### src/rtl/core/frwl_pkg.sv
package frwl_pkg;
	localparam int QUEUE_DEPTH = 16;
	localparam int REQUESTER_COUNT = 256;
	localparam int QW = $clog2(QUEUE_DEPTH);
	localparam int QCW = $clog2(QUEUE_DEPTH + 1);
	localparam int RCW = $clog2(REQUESTER_COUNT + 1);
	localparam int CQ_DEPTH = 2;

	localparam logic [1:0] K_READ = 2'd0;
	localparam logic [1:0] K_WRITE = 2'd1;
	localparam logic [1:0] K_RELEASE = 2'd2;
	localparam logic [1:0] K_CANCEL = 2'd3;

	localparam logic [2:0] ST_GRANTED = 3'd0;
	localparam logic [2:0] ST_QUEUED = 3'd1;
	localparam logic [2:0] ST_WOULD_BLOCK = 3'd2;
	localparam logic [2:0] ST_QUEUE_FULL = 3'd3;
	localparam logic [2:0] ST_RELEASED = 3'd4;
	localparam logic [2:0] ST_RELEASE_UNHELD = 3'd5;
	localparam logic [2:0] ST_CANCELLED = 3'd6;
	localparam logic [2:0] ST_NOT_FOUND = 3'd7;

	typedef struct packed {
		logic [1:0] kind;
		logic [7:0] requester;
		logic       try_only;
	} cmd_t;
endpackage

### src/rtl/core/frwl_front.sv
module frwl_front (
	input  logic               clk,
	input  logic               arst_n,
	input  logic               push,
	output logic               full,
	input  logic [1:0]         kind,
	input  logic [7:0]         requester,
	input  logic               try_only,
	output logic               cq_valid,
	output frwl_pkg::cmd_t     cq_cmd,
	input  logic               cq_take
);
	import frwl_pkg::*;

	cmd_t       mem_q [CQ_DEPTH];
	logic       wp_q, rp_q;
	logic [1:0] cnt_q;

	assign full = (cnt_q == 2'(CQ_DEPTH));
	assign cq_valid = (cnt_q != 2'd0);
	assign cq_cmd = mem_q[rp_q];

	always_ff @(posedge clk) begin
		if (push && !full) mem_q[wp_q] <= '{kind: kind, requester: requester, try_only: try_only};
	end

	always_ff @(posedge clk or negedge arst_n) begin
		if (!arst_n) begin
			wp_q <= 1'b0;
			rp_q <= 1'b0;
			cnt_q <= 2'd0;
		end else begin
			if (push && !full) wp_q <= ~wp_q;
			if (cq_take && cq_valid) rp_q <= ~rp_q;
			cnt_q <= cnt_q + 2'(push && !full) - 2'(cq_take && cq_valid);
		end
	end

	assert property (@(posedge clk) disable iff (!arst_n) cnt_q <= 2'(CQ_DEPTH))
		else $error("command queue overflow");
	assert property (@(posedge clk) disable iff (!arst_n) (push && full && !cq_take) |=> full)
		else $error("full dropped without take");
	assert property (@(posedge clk) disable iff (!arst_n)
		(!cq_valid && !push) |=> !cq_valid)
		else $error("queue filled from nothing");
endmodule

### src/rtl/core/frwl_back.sv
module frwl_back (
	input  logic               clk,
	input  logic               arst_n,
	input  logic               cq_valid,
	input  frwl_pkg::cmd_t     cq_cmd,
	output logic               cq_take,
	output logic               empty,
	input  logic               pop,
	output logic [7:0]         agent,
	output logic [2:0]         status,
	output logic [8:0]         reader_total,
	output logic               last
);
	import frwl_pkg::*;

	localparam logic [1:0] S_CMD = 2'd0;
	localparam logic [1:0] S_FIND = 2'd1;
	localparam logic [1:0] S_SHIFT = 2'd2;
	localparam logic [1:0] S_WALK = 2'd3;

	logic [1:0]     state_q;
	logic           held_q;
	logic [RCW-1:0] rc_q;
	logic [QCW-1:0] wc_q;
	logic [7:0]     wid_q [QUEUE_DEPTH];
	logic           wwr_q [QUEUE_DEPTH];
	logic [QW-1:0]  idx_q;
	logic           gany_q;
	logic           cwr_q;
	cmd_t           cmd_q;

	logic           ov_q;
	logic [7:0]     agent_q;
	logic [2:0]     status_q;
	logic [8:0]     rt_q;
	logic           last_q;

	logic           can_emit;
	logic           em;
	logic [7:0]     em_agent;
	logic [2:0]     em_status;
	logic [RCW-1:0] em_rc;
	logic           em_last;

	logic           rd_ok;
	logic           qfull;
	logic           rel_walk;
	logic [RCW-1:0] rc_dec;
	logic           head_ok;
	logic           head_wr;
	logic [QCW-1:0] wc_dec;
	logic           walk_more;

	assign empty = !ov_q;
	assign agent = agent_q;
	assign status = status_q;
	assign reader_total = rt_q;
	assign last = last_q;
	assign can_emit = !ov_q || pop;

	assign qfull = (wc_q == QCW'(QUEUE_DEPTH));
	assign rd_ok = (rc_q < RCW'(REQUESTER_COUNT)) && (!held_q || (rc_q != '0 && wc_q == '0));
	assign rc_dec = (rc_q != '0) ? rc_q - 1'b1 : rc_q;
	assign rel_walk = (rc_q == '0) || (rc_dec == '0);
	assign head_wr = wwr_q[0];
	assign head_ok = (wc_q != '0) && (head_wr ? (rc_q == '0) : (rc_q < RCW'(REQUESTER_COUNT)));
	assign wc_dec = wc_q - 1'b1;
	// after granting the head, can the walk grant another
	assign walk_more = !head_wr && (wc_dec != '0) && !wwr_q[1]
		&& (rc_q + 1'b1 < RCW'(REQUESTER_COUNT));

	assign cq_take = (state_q == S_CMD) && cq_valid && can_emit;

	// head grantability once the cancelled entry at idx_q leaves the queue
	function automatic logic head_ok_after();
		logic w;
		begin
			w = (idx_q == '0) ? wwr_q[1] : wwr_q[0];
			head_ok_after = w ? 1'b0 : (rc_q < RCW'(REQUESTER_COUNT));
		end
	endfunction

	always_comb begin
		em = 1'b0;
		em_agent = cmd_q.requester;
		em_status = ST_GRANTED;
		em_rc = rc_q;
		em_last = 1'b1;
		case (state_q)
			S_CMD: begin
				em = cq_take;
				em_agent = cq_cmd.requester;
				case (cq_cmd.kind)
					K_READ: begin
						if (rd_ok) begin
							em_rc = rc_q + 1'b1;
						end else begin
							em_status = cq_cmd.try_only ? ST_WOULD_BLOCK :
								(qfull ? ST_QUEUE_FULL : ST_QUEUED);
						end
					end
					K_WRITE: begin
						if (held_q)
							em_status = cq_cmd.try_only ? ST_WOULD_BLOCK :
								(qfull ? ST_QUEUE_FULL : ST_QUEUED);
					end
					K_RELEASE: begin
						if (!held_q) begin
							em_status = ST_RELEASE_UNHELD;
						end else begin
							em_status = ST_RELEASED;
							em_rc = rc_dec;
							em_last = !(rel_walk && wc_q != '0 && (wwr_q[0] ? rc_dec == '0 :
								rc_dec < RCW'(REQUESTER_COUNT)));
						end
					end
					default: begin
						em = 1'b0;
					end
				endcase
			end
			S_FIND: begin
				em = can_emit && ({1'b0, idx_q} >= wc_q ||
					(wid_q[idx_q] != cmd_q.requester && {1'b0, idx_q} + 1'b1 >= wc_q));
				em_status = ST_NOT_FOUND;
			end
			S_SHIFT: begin
				em = can_emit;
				em_status = ST_CANCELLED;
				em_last = !(cwr_q && rc_q != '0 && wc_q > QCW'(1) && head_ok_after());
			end
			default: begin
				em = can_emit && head_ok;
				em_agent = wid_q[0];
				em_rc = head_wr ? rc_q : rc_q + 1'b1;
				em_last = !walk_more;
			end
		endcase
	end

	always_ff @(posedge clk) begin
		if (em) begin
			agent_q <= em_agent;
			status_q <= em_status;
			rt_q <= 9'(em_rc);
			last_q <= em_last;
		end
		if (cq_take) begin
			cmd_q <= cq_cmd;
			if ((cq_cmd.kind == K_READ && !rd_ok) || (cq_cmd.kind == K_WRITE && held_q)) begin
				if (!cq_cmd.try_only && !qfull) begin
					wid_q[QW'(wc_q)] <= cq_cmd.requester;
					wwr_q[QW'(wc_q)] <= cq_cmd.kind == K_WRITE;
				end
			end
		end
		if (state_q == S_FIND && {1'b0, idx_q} < wc_q) cwr_q <= wwr_q[idx_q];
		if ((state_q == S_SHIFT || (state_q == S_WALK && em)) && can_emit) begin
			for (int i = 0; i < QUEUE_DEPTH - 1; i++) begin
				if (state_q == S_WALK || QW'(i) >= idx_q) begin
					wid_q[i] <= wid_q[i+1];
					wwr_q[i] <= wwr_q[i+1];
				end
			end
		end
	end

	always_ff @(posedge clk or negedge arst_n) begin
		if (!arst_n) begin
			state_q <= S_CMD;
			held_q <= 1'b0;
			rc_q <= '0;
			wc_q <= '0;
			idx_q <= '0;
			gany_q <= 1'b0;
			ov_q <= 1'b0;
		end else begin
			if (pop && ov_q) ov_q <= 1'b0;
			if (em) ov_q <= 1'b1;
			case (state_q)
				S_CMD: begin
					if (cq_take) begin
						case (cq_cmd.kind)
							K_READ: begin
								if (rd_ok) begin
									held_q <= 1'b1;
									rc_q <= rc_q + 1'b1;
								end else if (!cq_cmd.try_only && !qfull) begin
									wc_q <= wc_q + 1'b1;
								end
							end
							K_WRITE: begin
								if (!held_q) held_q <= 1'b1;
								else if (!cq_cmd.try_only && !qfull) wc_q <= wc_q + 1'b1;
							end
							K_RELEASE: begin
								if (held_q) begin
									rc_q <= rc_dec;
									if (rel_walk) begin
										gany_q <= 1'b0;
										state_q <= S_WALK;
									end
								end
							end
							default: begin
								idx_q <= '0;
								state_q <= S_FIND;
							end
						endcase
					end
				end
				S_FIND: begin
					if ({1'b0, idx_q} >= wc_q) begin
						if (can_emit) state_q <= S_CMD;
					end else if (wid_q[idx_q] == cmd_q.requester) begin
						state_q <= S_SHIFT;
					end else if ({1'b0, idx_q} + 1'b1 >= wc_q) begin
						if (can_emit) state_q <= S_CMD;
					end else begin
						idx_q <= idx_q + 1'b1;
					end
				end
				S_SHIFT: begin
					if (can_emit) begin
						wc_q <= wc_dec;
						gany_q <= 1'b1;
						state_q <= (cwr_q && rc_q != '0) ? S_WALK : S_CMD;
					end
				end
				default: begin
					if (em) begin
						wc_q <= wc_dec;
						held_q <= 1'b1;
						gany_q <= 1'b1;
						if (!head_wr) rc_q <= rc_q + 1'b1;
						if (!walk_more) state_q <= S_CMD;
					end else if (!head_ok) begin
						if (!gany_q && rc_q == '0) held_q <= 1'b0;
						state_q <= S_CMD;
					end
				end
			endcase
		end
	end

	assert property (@(posedge clk) disable iff (!arst_n) rc_q <= RCW'(REQUESTER_COUNT))
		else $error("reader count overrun");
	assert property (@(posedge clk) disable iff (!arst_n) wc_q <= QCW'(QUEUE_DEPTH))
		else $error("waiter count overrun");
	assert property (@(posedge clk) disable iff (!arst_n) (rc_q != '0) |-> held_q)
		else $error("readers without hold");
	assert property (@(posedge clk) disable iff (!arst_n) (ov_q && !pop) |=> $stable(agent_q))
		else $error("result changed while waiting");
endmodule

### src/rtl/core/fair_readers_writer_lock_arbiter_top.sv
// Readers-writer lock with a fair waiter queue.
// A push enters the front command queue; the back end takes it and registers its result.
// An acquire or a release without hand-over is done in the command state; cancel scans
// the waiter queue one entry per cycle (up to 16), then closes the gap in the shift state;
// hand-over grants one per cycle; one plain acquire per cycle. Rates hold while results are popped.
// Reset (arst_n low): lock free, no readers, no waiters, no results.
module fair_readers_writer_lock_arbiter_top (
	input  logic       clk,
	input  logic       arst_n,
	input  logic       push,
	output logic       full,
	input  logic [1:0] kind,
	input  logic [7:0] requester,
	input  logic       try_only,
	output logic       empty,
	input  logic       pop,
	output logic [7:0] agent,
	output logic [2:0] status,
	output logic [8:0] reader_total,
	output logic       last
);
	import frwl_pkg::*;

	logic cq_valid;
	logic cq_take;
	cmd_t cq_cmd;

	frwl_front u_front (
		.clk(clk), .arst_n(arst_n), .push(push), .full(full), .kind(kind),
		.requester(requester), .try_only(try_only), .cq_valid(cq_valid),
		.cq_cmd(cq_cmd), .cq_take(cq_take)
	);

	frwl_back u_back (
		.clk(clk), .arst_n(arst_n), .cq_valid(cq_valid), .cq_cmd(cq_cmd),
		.cq_take(cq_take), .empty(empty), .pop(pop), .agent(agent),
		.status(status), .reader_total(reader_total), .last(last)
	);
endmodule
### config.mk
export PLATFORM = sky130hd
export DESIGN_NAME = fair_readers_writer_lock_arbiter_top
export DESIGN_NICKNAME = d
export VERILOG_FILES = /design/src/rtl/core/frwl_pkg.sv /design/src/rtl/core/frwl_front.sv /design/src/rtl/core/frwl_back.sv /design/src/rtl/core/fair_readers_writer_lock_arbiter_top.sv
export SDC_FILE = /design/constraint.sdc
export NUM_CORES = 1
export LEC_CHECK = 0
export BUFFER_PORTS_ARGS = -buffer_cell sky130_fd_sc_hd__buf_2
export CORE_MARGIN = 3
export CORE_UTILIZATION = 67
export CTS_BUF_LIST = sky130_fd_sc_hd__clkbuf_16
export CTS_CLUSTER_SIZE = 14
export DETAILED_ROUTE_END_ITERATION = 8
export GPL_TIMING_DRIVEN = 0
export PLACE_DENSITY = 0.87
export SLEW_MARGIN = 20
export SYNTH_ARGS = -nofsm -noshare
export SYNTH_HDL_FRONTEND = slang
export SYNTH_SLANG_ARGS = --single-unit
### constraint.sdc
create_clock -name clk -period 7.4 [get_ports clk]
set_input_delay 0.74 -clock clk [delete_from_list [all_inputs] [get_ports clk]]
set_output_delay 0.74 -clock clk [all_outputs]
set_load 0.05 [all_outputs]
==> flow_summary.ini <==
[global_route]
grt_max_degree = 28
grt_use_total = 0.317
grt_pass1_vias = 8678
antenna_found_initial = 0
grt-ovfl-total = 0
grt_pass1_wl_mm = 50.4

[synthesis]
synth_compound_area_frac = 0.0990
ys_types = 72
synth_mux_area_frac = 0.225
synthArstFlopShare = 0.121
synth-seq-cells = 223
syn_area_mm2 = 0.0127
synth_fa_ha_area_frac = 0.0256
synth_enable_flop_cells = 196
synth_common_cells = 196 x edfxtp_1, 97 x mux2_2, 88 x nand2_1, 63 x mux2_4, 44 x clkbuf_1
yosys-top-cells-area = edfxtp_1 46%, mux2_2 8.6%, mux2_4 7.4%
synth_top_area_share = 0.462
netlist.top_cell.by_area = edfxtp_1
yosysWarningCount = 0
avgSynthCellArea_um2 = 13.0
synth_top_family_by_area = multiplexers
synthFlopType = edfxtp_1
synthXorXnorAreaFrac = 0.0227
seq_area_frac_synth = 0.515
synth_cells = 981
synth_fp_nets = 1022
synth_most_common_cell = edfxtp_1
synth_simple_gate_area_frac = 0.0830

[setup_path]
slowest_stage = dfrtp_1
cp.arrival_ns = 4.91
cp.required_ns = 7.56
crit_type = register to register
slowest_delay_ns = 0.49
worst_setup_path_end_kind = register
critPathMostFrequentCell = buf_6
cp_cell_sequence = buf_6, buf_6, buf_6, buf_4, inv_1, ha_1, ha_1, a21boi_0, o21a_1, o21ai_0, o2bb2ai_1, nand4_1, o211a_1, a31o_1, buf_6, buf_12, o21ai_4, nand2_1
worstSetupStartpointType = register
rr_startpoint = u_back.idx_q[0]$_DFFE_PN0P_
startpoint = u_back.idx_q[0]$_DFFE_PN0P_
path_max_fanout = 10

[floorplanning]
fp.dieW_um = 144
start_util = 0.694
die-height_um = 144
row_count = 49
core_area_mm2 = 0.0183
io_pins = 38
dieArea_mm2 = 0.0207

[routing]
wirelength_mm = 32.2
dr.pass1.iters = 5
detail_route.wl_per_cell_um = 24.9
antenna_left = 0
viasPerCell = 6.89
vias = 8898
drc = 0
drtIter0Drc = 1178

[clocking]
clkSinkCount = 223
cts_tree = yes
ctsHoldBuffers = 0
cts_resized = 0
postCtsSetupBuffers = 0
htreeDepth = 1
path_clk_slew_ns = 0.06
clk_path_buf_depth = 3
clk_latency_ns = 0.53
cts-root-buf = clkbuf_16
cts-buffers-inserted = 24

[timing]
setup_violations = 0
fin_skew_ns = 0.0175
fin_crit_sh = 0.641
slew-limit-headroom = 0.346
fin_ws_ns = 2.65
fin_crit_ns = 4.75
rsz0062_at_grt = no
finalHoldViolations = 0
setup_tns_ns = 0
worstMarginPinSlew_ns = 0.968
whs_ns = 0.275
drv_slew = 0
max_freq_mhz = 211

[final_layout]
nNetsFinal = 1085
drive_gt1_frac = 0.274
stdcell_count = 1291
num_antenna_cells = 0
regArea_mm2 = 0.00656
multi_input_area_mm2 = 0.00579
num-fill-cells = 1155
syn_to_final_growth_pct = 9.74
finalCoreUtilization = 0.762

[placed_design]
gp_congestion = 0.964
post-place-ws_ns = 2.70
place_inst = 1247
dp_hpwl_mm = 23.3
place.port_buffers = 37

[power_and_ir_drop]
vdd_drop_max_uv = 303
power.density_mw_per_mm2 = 459
p_leak_nw = 5.28

[hold_path]
min_path_type = primary input to asynchronous set/reset pin

[outcome]
status = completed

[job]
cap_viol_max_count = 0
kinds of logic after synthesis:
kind of cell,after synthesis
simple gates,222
compound gates,175
buf+inv,85
mux,217
flops,223
xor+xnor,33
fa+ha+maj,26
stage by stage:
stage                     total power [mW]  cell area (um2)
final                                 6.41            14000
after global routing                  6.71            14000
after CTS                             6.36            14000
after detailed placement              5.17            13200
after global placement                5.05            13200
after floorplan                       4.39            12700
report_power, final:
| part | switching, mW | internal, mW | leakage (nW) |
|---|---|---|---|
| Combinational | 1.88 | 1.23 | 2.77 |
| Clock | 0.501 | 0.666 | 0.383 |
| Sequential | 0.195 | 1.94 | 2.13 |
| Total | 2.58 | 3.83 | 5.28 |
placed cells by master, fill, tap and decap left out, types with 26 or more instances in the layout:
cell      count
o21ai_0      37
mux2_4       63
a21oi_1      28
mux2_2       97
nor2_1       39
mux2i_1      36
clkbuf_1     44
buf_2        41
edfxtp_1    196
ha_1         26
dfrtp_1      27
nand2_1      88
worst paths after layout:
path	endpoint	slack [ns]	depth (start not counted)
worst min register to register	u_front.wp_q$_DFFE_PN0P_	0.50	1
worst max-delay path	u_back.wid_q[13][2]$_DFFE_PP_	2.65	18
min in group clk	u_front.mem_q[0][7]$_DFFE_PP_	0.40	1
max in group asynchronous	u_back.gany_q$_DFFE_PN0P_	6.64	1
worst max register to register	u_back.wid_q[13][2]$_DFFE_PP_	2.65	18
worst min-delay path	u_back.wc_q[4]$_DFFE_PN0P_	0.28	1
critical path: cells and delay by family, from the launching register on:
| family | cells | cell delay [ns] |
|---|---|---|
| AND/OR/NAND/NOR | 2 | 0.59 |
| adder cells (fa/ha/maj) | 2 | 0.63 |
| AO/OA/AOI/OAI | 7 | 1.25 |
| flip-flops | 1 | 0.49 |
| buffers and inverters | 7 | 1.40 |
layout make-up:
class / instances / area share
Inverter: 25 / 0.00672
Tap cell: 229 / 0.0205
Multi-Input combinational cell: 673 / 0.415
Clock buffer: 24 / 0.0430
Timing Repair Buffer: 37 / 0.0133
Clock inverter: 20 / 0.0120
Buffer: 60 / 0.0203
Sequential cell: 223 / 0.470
flip-flops by register name, indices dropped and copies added (netlist names), 2 cells and up:
| name | flops |
|---|---|
| u_back.agent | 8 |
| u_back.cmd_q | 8 |
| u_back.idx_q | 4 |
| u_back.rc_q | 9 |
| u_back.reader_total | 9 |
| u_back.state_q | 2 |
| u_back.status | 3 |
| u_back.wc_q | 5 |
| u_back.wid_q | 128 |
| u_back.wwr_q | 16 |
| u_front.cnt_q | 2 |
| u_front.mem_q | 22 |
layer usage:
metal / track usage / up-vias / part of all wire
met5: 0 / - / 0
met4: 0.0907 / 0 / 0.030
met3: 0.0559 / 79 / 0.099
met2: 0.502 / 532 / 0.47
met1: 0.457 / 4403 / 0.40
li1: - / 3884 / -
Note: power is estimated with default switching activity, not from simulation.
